`src/sv/pic_pkg.sv`:
```
// shared types and constants of the interrupt controller register block
`default_nettype none
package pic_pkg;

    // operation codes of a request item
    localparam logic [1:0] OP_WRITE = 2'd0;
    localparam logic [1:0] OP_READ  = 2'd1;
    localparam logic [1:0] OP_LINE  = 2'd2;

    // decoded bus ports
    localparam logic [7:0] PORT_CMD    = 8'h20;
    localparam logic [7:0] PORT_DATA   = 8'h21;
    localparam logic [7:0] PORT_VECTOR = 8'hA0;

    // command word bits
    localparam logic [7:0] ICW1_FLAG = 8'h10;
    localparam logic [7:0] OCW_KIND  = 8'h18;
    localparam logic [7:0] OCW3_KIND = 8'h08;
    localparam logic [7:0] BIT0      = 8'h01;

    // initialization phases
    localparam logic [2:0] PH_IDLE   = 3'd0;
    localparam logic [2:0] PH_ICW2   = 3'd1;
    localparam logic [2:0] PH_ICW3   = 3'd2;
    localparam logic [2:0] PH_ICW4   = 3'd3;
    localparam logic [2:0] PH_NORMAL = 3'd4;

    typedef struct packed {
        logic [1:0] operation;
        logic [7:0] port;
        logic [7:0] write_data;
        logic [2:0] line_number;
        logic       line_active;
    } t_req;

    typedef struct packed {
        logic [7:0] read_data;
        logic       irq_out;
    } t_rsp;

endpackage
`default_nettype wire

```
`src/sv/pic_if.sv`:
```
// valid/ready channel interfaces for request and response items
`default_nettype none
interface pic_req_if;
    logic              valid;
    logic              ready;
    pic_pkg::t_req     data;

    modport source (output valid, output data, input ready);
    modport sink   (input valid, input data, output ready);
endinterface

interface pic_rsp_if;
    logic              valid;
    logic              ready;
    pic_pkg::t_rsp     data;

    modport source (output valid, output data, input ready);
    modport sink   (input valid, input data, output ready);
endinterface
`default_nettype wire

```
`src/sv/pic_in_stage.sv`:
```
// input register stage holding one request item
`default_nettype none
module pic_in_stage (
    input  wire logic          i_clk,
    input  wire logic          i_rst_n,
    pic_req_if.sink            i_req,
    input  wire logic          i_advance,
    output logic               o_valid,
    output pic_pkg::t_req      o_item
);
    logic          r_valid;
    pic_pkg::t_req r_item;

    // free slot, or the held item leaves this cycle
    assign i_req.ready = !r_valid || i_advance;

    always_ff @(posedge i_clk) begin
        if (!i_rst_n) begin
            r_valid <= 1'b0;
        end else if (i_req.ready) begin
            r_valid <= i_req.valid;
        end
        if (i_req.valid && i_req.ready) begin
            r_item <= i_req.data;
        end
    end

    assign o_valid = r_valid;
    assign o_item  = r_item;
endmodule
`default_nettype wire

```
`src/sv/pic_core.sv`:
```
// controller state registers and their one-pass update per item
`default_nettype none
module pic_core (
    input  wire logic          i_clk,
    input  wire logic          i_rst_n,
    input  wire logic          i_fire,
    input  wire pic_pkg::t_req i_item,
    output pic_pkg::t_rsp      o_rsp
);
    logic [7:0] r_in_service, n_in_service;
    logic [7:0] r_request,    n_request;
    logic [7:0] r_mask,       n_mask;
    logic [7:0] r_vector,     n_vector;
    logic [2:0] r_phase,      n_phase;
    logic       r_fourth,     n_fourth;
    logic [7:0] r_read_sel,   n_read_sel;
    logic       r_irq,        n_irq;
    logic [7:0] rd;
    logic [7:0] line_bit;

    assign line_bit = 8'b1 << i_item.line_number;

    always_comb begin
        n_in_service = r_in_service;
        n_request    = r_request;
        n_mask       = r_mask;
        n_vector     = r_vector;
        n_phase      = r_phase;
        n_fourth     = r_fourth;
        n_read_sel   = r_read_sel;
        n_irq        = r_irq;
        rd           = 8'd0;
        case (i_item.operation)
            pic_pkg::OP_WRITE: begin
                if (i_item.port == pic_pkg::PORT_VECTOR) begin
                    n_vector = i_item.write_data;
                end else if (i_item.port == pic_pkg::PORT_CMD
                             && (i_item.write_data & pic_pkg::ICW1_FLAG) != 8'd0) begin
                    n_fourth = i_item.write_data[0];
                    n_phase  = pic_pkg::PH_ICW2;
                end else if (i_item.port == pic_pkg::PORT_CMD
                             || i_item.port == pic_pkg::PORT_DATA) begin
                    case (r_phase)
                        pic_pkg::PH_ICW2:
                            n_phase = r_fourth ? pic_pkg::PH_ICW4 : pic_pkg::PH_ICW3;
                        pic_pkg::PH_ICW3:
                            n_phase = pic_pkg::PH_IDLE;
                        pic_pkg::PH_ICW4:
                            n_phase = pic_pkg::PH_NORMAL;
                        pic_pkg::PH_NORMAL: begin
                            if (i_item.port == pic_pkg::PORT_DATA) begin
                                n_mask = i_item.write_data;
                            end else if ((i_item.write_data & pic_pkg::OCW_KIND)
                                         == pic_pkg::OCW3_KIND) begin
                                n_read_sel = i_item.write_data;
                            end
                        end
                        default: ;
                    endcase
                end
            end
            pic_pkg::OP_READ: begin
                if (i_item.port == pic_pkg::PORT_VECTOR) begin
                    rd    = r_vector;
                    n_irq = 1'b0;
                end else if (i_item.port == pic_pkg::PORT_CMD) begin
                    rd = ((r_read_sel & pic_pkg::BIT0) != 8'd0) ? r_request : r_in_service;
                end else if (i_item.port == pic_pkg::PORT_DATA) begin
                    rd = r_mask;
                end
            end
            pic_pkg::OP_LINE: begin
                if (!i_item.line_active) begin
                    n_vector     = 8'd0;
                    n_in_service = r_in_service & ~line_bit;
                    n_request    = r_request & ~line_bit;
                    n_irq        = 1'b0;
                end else begin
                    n_vector  = {5'd0, i_item.line_number};
                    n_request = r_request | line_bit;
                    if ((r_mask & line_bit) == 8'd0 && r_in_service == 8'd0) begin
                        n_in_service = r_in_service | line_bit;
                        n_irq        = 1'b1;
                    end
                end
            end
            default: ;
        endcase
    end

    always_ff @(posedge i_clk) begin
        if (!i_rst_n) begin
            r_in_service <= 8'd0;
            r_request    <= 8'd0;
            r_mask       <= 8'd0;
            r_vector     <= 8'd0;
            r_phase      <= pic_pkg::PH_IDLE;
            r_fourth     <= 1'b0;
            r_read_sel   <= 8'd0;
            r_irq        <= 1'b0;
        end else if (i_fire) begin
            r_in_service <= n_in_service;
            r_request    <= n_request;
            r_mask       <= n_mask;
            r_vector     <= n_vector;
            r_phase      <= n_phase;
            r_fourth     <= n_fourth;
            r_read_sel   <= n_read_sel;
            r_irq        <= n_irq;
        end
    end

    assign o_rsp.read_data = rd;
    assign o_rsp.irq_out   = n_irq;
endmodule
`default_nettype wire

```
`src/sv/interrupt_controller_regs.sv`:
```
// top level of the 8259-style interrupt controller register block
//
//  channel  dir  modport  payload
//  i_req    in   sink     operation, port, write_data, line_number, line_active
//  o_rsp    out  source   read_data, irq_out
//
// one item per cycle sustained while results are taken; an item passes through the input
// register, then the result register, and its result is offered from the result register
// until taken, the state updating as the item leaves the input register
// synchronous active-low reset clears the controller state and both valid flags
// a stalled result holds in the result register; the input register still takes
// an item and only stalls once both registers are full
`default_nettype none
module interrupt_controller_regs (
    input  wire logic i_clk,
    input  wire logic i_rst_n,
    pic_req_if.sink   i_req,
    pic_rsp_if.source o_rsp
);
    logic          in_valid;
    pic_pkg::t_req in_item;
    pic_pkg::t_rsp core_rsp;
    logic          advance;
    logic          r_out_valid;
    pic_pkg::t_rsp r_out;

    // item moves on when the result register is free or being drained
    assign advance = in_valid && (!r_out_valid || o_rsp.ready);

    pic_in_stage u_in (
        .i_clk     (i_clk),
        .i_rst_n   (i_rst_n),
        .i_req     (i_req),
        .i_advance (advance),
        .o_valid   (in_valid),
        .o_item    (in_item)
    );

    // state and decode, updated once per advancing item
    pic_core u_core (
        .i_clk   (i_clk),
        .i_rst_n (i_rst_n),
        .i_fire  (advance),
        .i_item  (in_item),
        .o_rsp   (core_rsp)
    );

    // result register
    always_ff @(posedge i_clk) begin
        if (!i_rst_n) begin
            r_out_valid <= 1'b0;
        end else if (advance) begin
            r_out_valid <= 1'b1;
        end else if (o_rsp.ready) begin
            r_out_valid <= 1'b0;
        end
        if (advance) begin
            r_out <= core_rsp;
        end
    end

    assign o_rsp.valid = r_out_valid;
    assign o_rsp.data  = r_out;
endmodule
`default_nettype wire

```
`src/flat_wrapper.sv`:
```
// flat-port wrapper written by rule: the top's interface ports become plain ports
module interrupt_controller_regs_flat 
  (i_clk, i_rst_n, i_req_valid, i_req_data, i_req_ready, o_rsp_valid, o_rsp_data, o_rsp_ready);
  pic_req_if i_req_i ();
  pic_rsp_if o_rsp_i ();
  input  wire logic i_clk;
  input  wire logic i_rst_n;
  input wire logic [$bits(i_req_i.valid)-1:0] i_req_valid;
  input wire logic [$bits(i_req_i.data)-1:0] i_req_data;
  output wire logic [$bits(i_req_i.ready)-1:0] i_req_ready;
  output wire logic [$bits(o_rsp_i.valid)-1:0] o_rsp_valid;
  output wire logic [$bits(o_rsp_i.data)-1:0] o_rsp_data;
  input wire logic [$bits(o_rsp_i.ready)-1:0] o_rsp_ready;
  assign i_req_i.valid = i_req_valid;
  assign i_req_i.data = i_req_data;
  assign i_req_ready = i_req_i.ready;
  assign o_rsp_valid = o_rsp_i.valid;
  assign o_rsp_data = o_rsp_i.data;
  assign o_rsp_i.ready = o_rsp_ready;
  interrupt_controller_regs u_core (.i_clk(i_clk), .i_rst_n(i_rst_n), .i_req(i_req_i), .o_rsp(o_rsp_i));
endmodule
```
`config.mk`:
```
export PLATFORM = sky130hd
export DESIGN_NAME = interrupt_controller_regs_flat
export DESIGN_NICKNAME = d
export VERILOG_FILES = /design/src/sv/pic_pkg.sv /design/src/sv/pic_if.sv /design/src/sv/pic_in_stage.sv /design/src/sv/pic_core.sv /design/src/sv/interrupt_controller_regs.sv /design/src/flat_wrapper.sv
export SDC_FILE = /design/constraint.sdc
export NUM_CORES = 1
export LEC_CHECK = 0
export BUFFER_PORTS_ARGS = -buffer_cell sky130_fd_sc_hd__buf_4
export CAP_MARGIN = 25
export CORE_ASPECT_RATIO = 2
export CORE_MARGIN = 3
export CORE_UTILIZATION = 55
export CTS_CLUSTER_SIZE = 10
export DETAILED_ROUTE_END_ITERATION = 10
export PLACE_DENSITY = 0.81
export SLEW_MARGIN = 10
export SYNTH_ARGS = -nofsm -noshare
export SYNTH_HDL_FRONTEND = slang
export SYNTH_SLANG_ARGS = --single-unit
export TNS_END_PERCENT = 100
```
`constraint.sdc`:
```
create_clock -name i_clk -period 2.2 [get_ports i_clk]
set_input_delay 0 -clock i_clk [delete_from_list [all_inputs] [get_ports i_clk]]
set_output_delay 0 -clock i_clk [all_outputs]
set_load 0.01 [all_outputs]
```
==> reports/qor.txt <==
Maxcap violations = 0
Die area = 0.00681 mm²
Crit-path max FO = 11
CP Launch Type = flip-flop
Setup Crit Path Kind = reg2reg
Max stage delay on crit path = 0.56 ns
Worst-case reg-to-reg path depth = 6
Crit end category = flip-flop
Hold Path Stages = 3
Antenna violations before repair = 0
Status = complete, no violations
Multi-input logic area = 0.00136 mm²
Routed wire length = 7120 µm
Htree depth = 3
Worst reg-to-reg setup slack = 0.19 ns
Clock-pin transition on the worst setup and hold timing paths = 0.08 ns
Total GRT Usage = 23.2%
LEAKAGE = 0.00144 µW
Yosys reg bits = 71
Share of layout cells above drive strength 1 = 20.2%
Largest net degree at the start of global routing = 47
First-pass GRT wire length = 11900 µm
1st-pass router iterations = 4
Worst hold start = i_rst_n
Post-detail-place hpwl = 4860 µm
Nets = 401
DP Cell Count = 396
Worst reg2reg path startpoint = u_core.u_in.o_item[2]
DRC errors left = 0
Die height = 114 µm
Critical path arrival = 2.28 ns
Crit path max-delay family = simple AND/OR/NAND/NOR gates
Final core occ = 72.3%
Mapped Area = 0.00319 mm²
Post-CTS Setup Bufs = 0
Max frequency = 0.497 GHz
Final setup vio count = 0
DRT iter0 DRCs = 105
CP required = 2.47 ns
Asr flop ratio synth = 0%
Final ANT Viol Nets = 0
Syn_area_per_cell = 10.5 µm²
Starting Density = 57.9%
Deepest clock path buffer count = 2
Slew @ Worst Pin = 0.650 ns
Syn. warnings = 0
Clock Latency Late Sink = 0.34 ns
PortBufs = 36
Seq. cell area = 0.00173 mm²
CP Cell Sequence = nand2b_1 -> o32ai_1 -> buf_4 -> nor4_4 -> nand4_1 -> a31oi_1
RSZ-0062 raised after global routing = false
Root Buffer = clkbuf_8
Core area = 0.00552 mm²
RePlAce Congestion = 0.936
Top-Level Pins = 37
Total gr overflow = 0
Via count = 2578
Maximum VDD drop = 0.720 mV
Worst Skew = 0.00622 ns
Syn Nets = 333
Crit-path slowest cell = nor4_4
Setup TNS = 0 ns
Synth cell types = 43
Final Hold Vio Count = 0
Placed instance area = 0.00356 mm²
Min Hold Slack = 0.0993 ns
Main synth FF type = dfxtp_1
Post-synth EDFFs = 31
Die width = 59.9 µm
HP Class = in2reg
CTS tree = done
Cell Pwr Density = 647 mW/mm²
CTS Sinks = 71
DR vias/cell = 5.90
Post-route insts no fill = 437
Number of global-route vias before repair = 2601
Layout area overhead = 24.9%
Worst path bufs/invs = 1
Final Cell Area = 0.00399 mm²
R2r endpoint = u_core.u_core.r_irq
DR WL/cell = 16.3 µm
Slew Limit Fails = 0
Sequential-to-total area share from yosys stat = 54.3%
Final min period = 2.01 ns
Row count = 38
FILL cells = 378
Slew HR = 56.1%
Worst hold path endpoint = u_core.u_core.r_phase[0]
Num CTS Buffers = 9
Final period util = 91.5%
Post-synthesis instance total = 304
Ant. Diodes = 0
-- placed cells by master, fill, tap and decap left out, types with 9 or more instances in the layout --
| cell | synthesis | final |
|---|---|---|
| dlygate4sd3_1 | 0 | 24 |
| a21oi_1 | 17 | 17 |
| mux2i_1 | 22 | 22 |
| nor2b_1 | 18 | 18 |
| nand2_1 | 28 | 28 |
| nand3_1 | 9 | 9 |
| clkbuf_8 | 0 | 9 |
| o21ai_0 | 10 | 10 |
| dfxtp_1 | 40 | 40 |
| nor2_1 | 30 | 30 |
| buf_4 | 3 | 49 |
| edfxtp_1 | 31 | 31 |
-- worst max path at each step --
stage                            from                       to  slack (ns)  cells after the start
2_1_floorplan  u_core.u_in.o_item[18]  u_core.u_core.r_mask[0]        0.37                      5
5_1_grt         u_core.u_in.o_item[2]      u_core.u_core.r_irq      0.0005                      6
4_1_cts         u_core.u_in.o_item[2]      u_core.u_core.r_irq        0.19                      6
3_5_place_dp    u_core.u_in.o_item[2]      u_core.u_core.r_irq        0.21                      6
6_report        u_core.u_in.o_item[2]      u_core.u_core.r_irq        0.19                      6
3_3_place_gp    u_core.u_in.o_item[1]      u_core.u_core.r_irq        0.28                      6
-- power by group --
part,leakage (µW),internal [µW],switching [µW]
clock network,0.0000812,408,501
registers,0.000621,1420,29.2
logic,0.000739,118,106
total,0.00144,1940,636
-- per-layer routing --
layer	GRT usage, %	vias to the layer above	part of all wire, %	wire, µm
met3	5.55	15	5.1	366
met1	24.6	1239	37	2640
li1	-	1238	-	-
met5	0	-	0	0
met4	12.6	0	2.9	208
met2	40.2	86	55	3910
-- worst reg2reg max path: stages, from the launching register on --
cell      delay, ns
edfxtp_1       0.53
nand2b_1       0.24
o32ai_1        0.10
buf_4          0.14
nor4_4         0.56
nand4_1        0.19
a31oi_1        0.18
-- cells in the mapped netlist (all sizes together) (8+ instances only) --
cell type,n,area (µm²)
dfxtp,40,801
edfxtp,31,931
nor2,30,113
nand2,29,116
mux2i,22,220
nor2b,18,113
a21oi,17,85.1
o21ai,13,65.1
clkbuf,11,41.3
nand3,9,45.0
a2bb2oi,8,70.1
nor4,8,95.1
-- logic make-up (layout without fill, tap and decap cells) --
family	after synthesis	after routing	share of synthesized area, %
muxes	23	23	7.25
DFF	71	71	54.3
and+or+nand+nor	126	126	21.9
AOI/OAI and AO/OA	59	59	12.2
buffers and inverters	22	95	3.21
adders and majority gates	3	3	1.18
-- per-stage QoR --
step                worst slack (ns)  power [µW]
floorplan                      0.370        1570
finish                         0.186        2580
global placement               0.285        1660
detailed placement             0.206        1660
global route                0.000486        2670
CTS                            0.190        2580
-- layout make-up --
type | count | share of cell area, %
sequential | 71 | 43.5
multi-input combinational | 211 | 34.1
timing repair buffer | 74 | 15.6
clock buffer | 9 | 3.11
tap | 60 | 1.88
clock inverter | 7 | 1.26
inverter | 5 | 0.597
-- repair_timing --
action                                 4_1_cts  5_1_grt
hold buffers                                24        0
gates resized for setup                      0        0
endpoints found under the hold margin       24        0
Power figures use the tool's default switching activity.
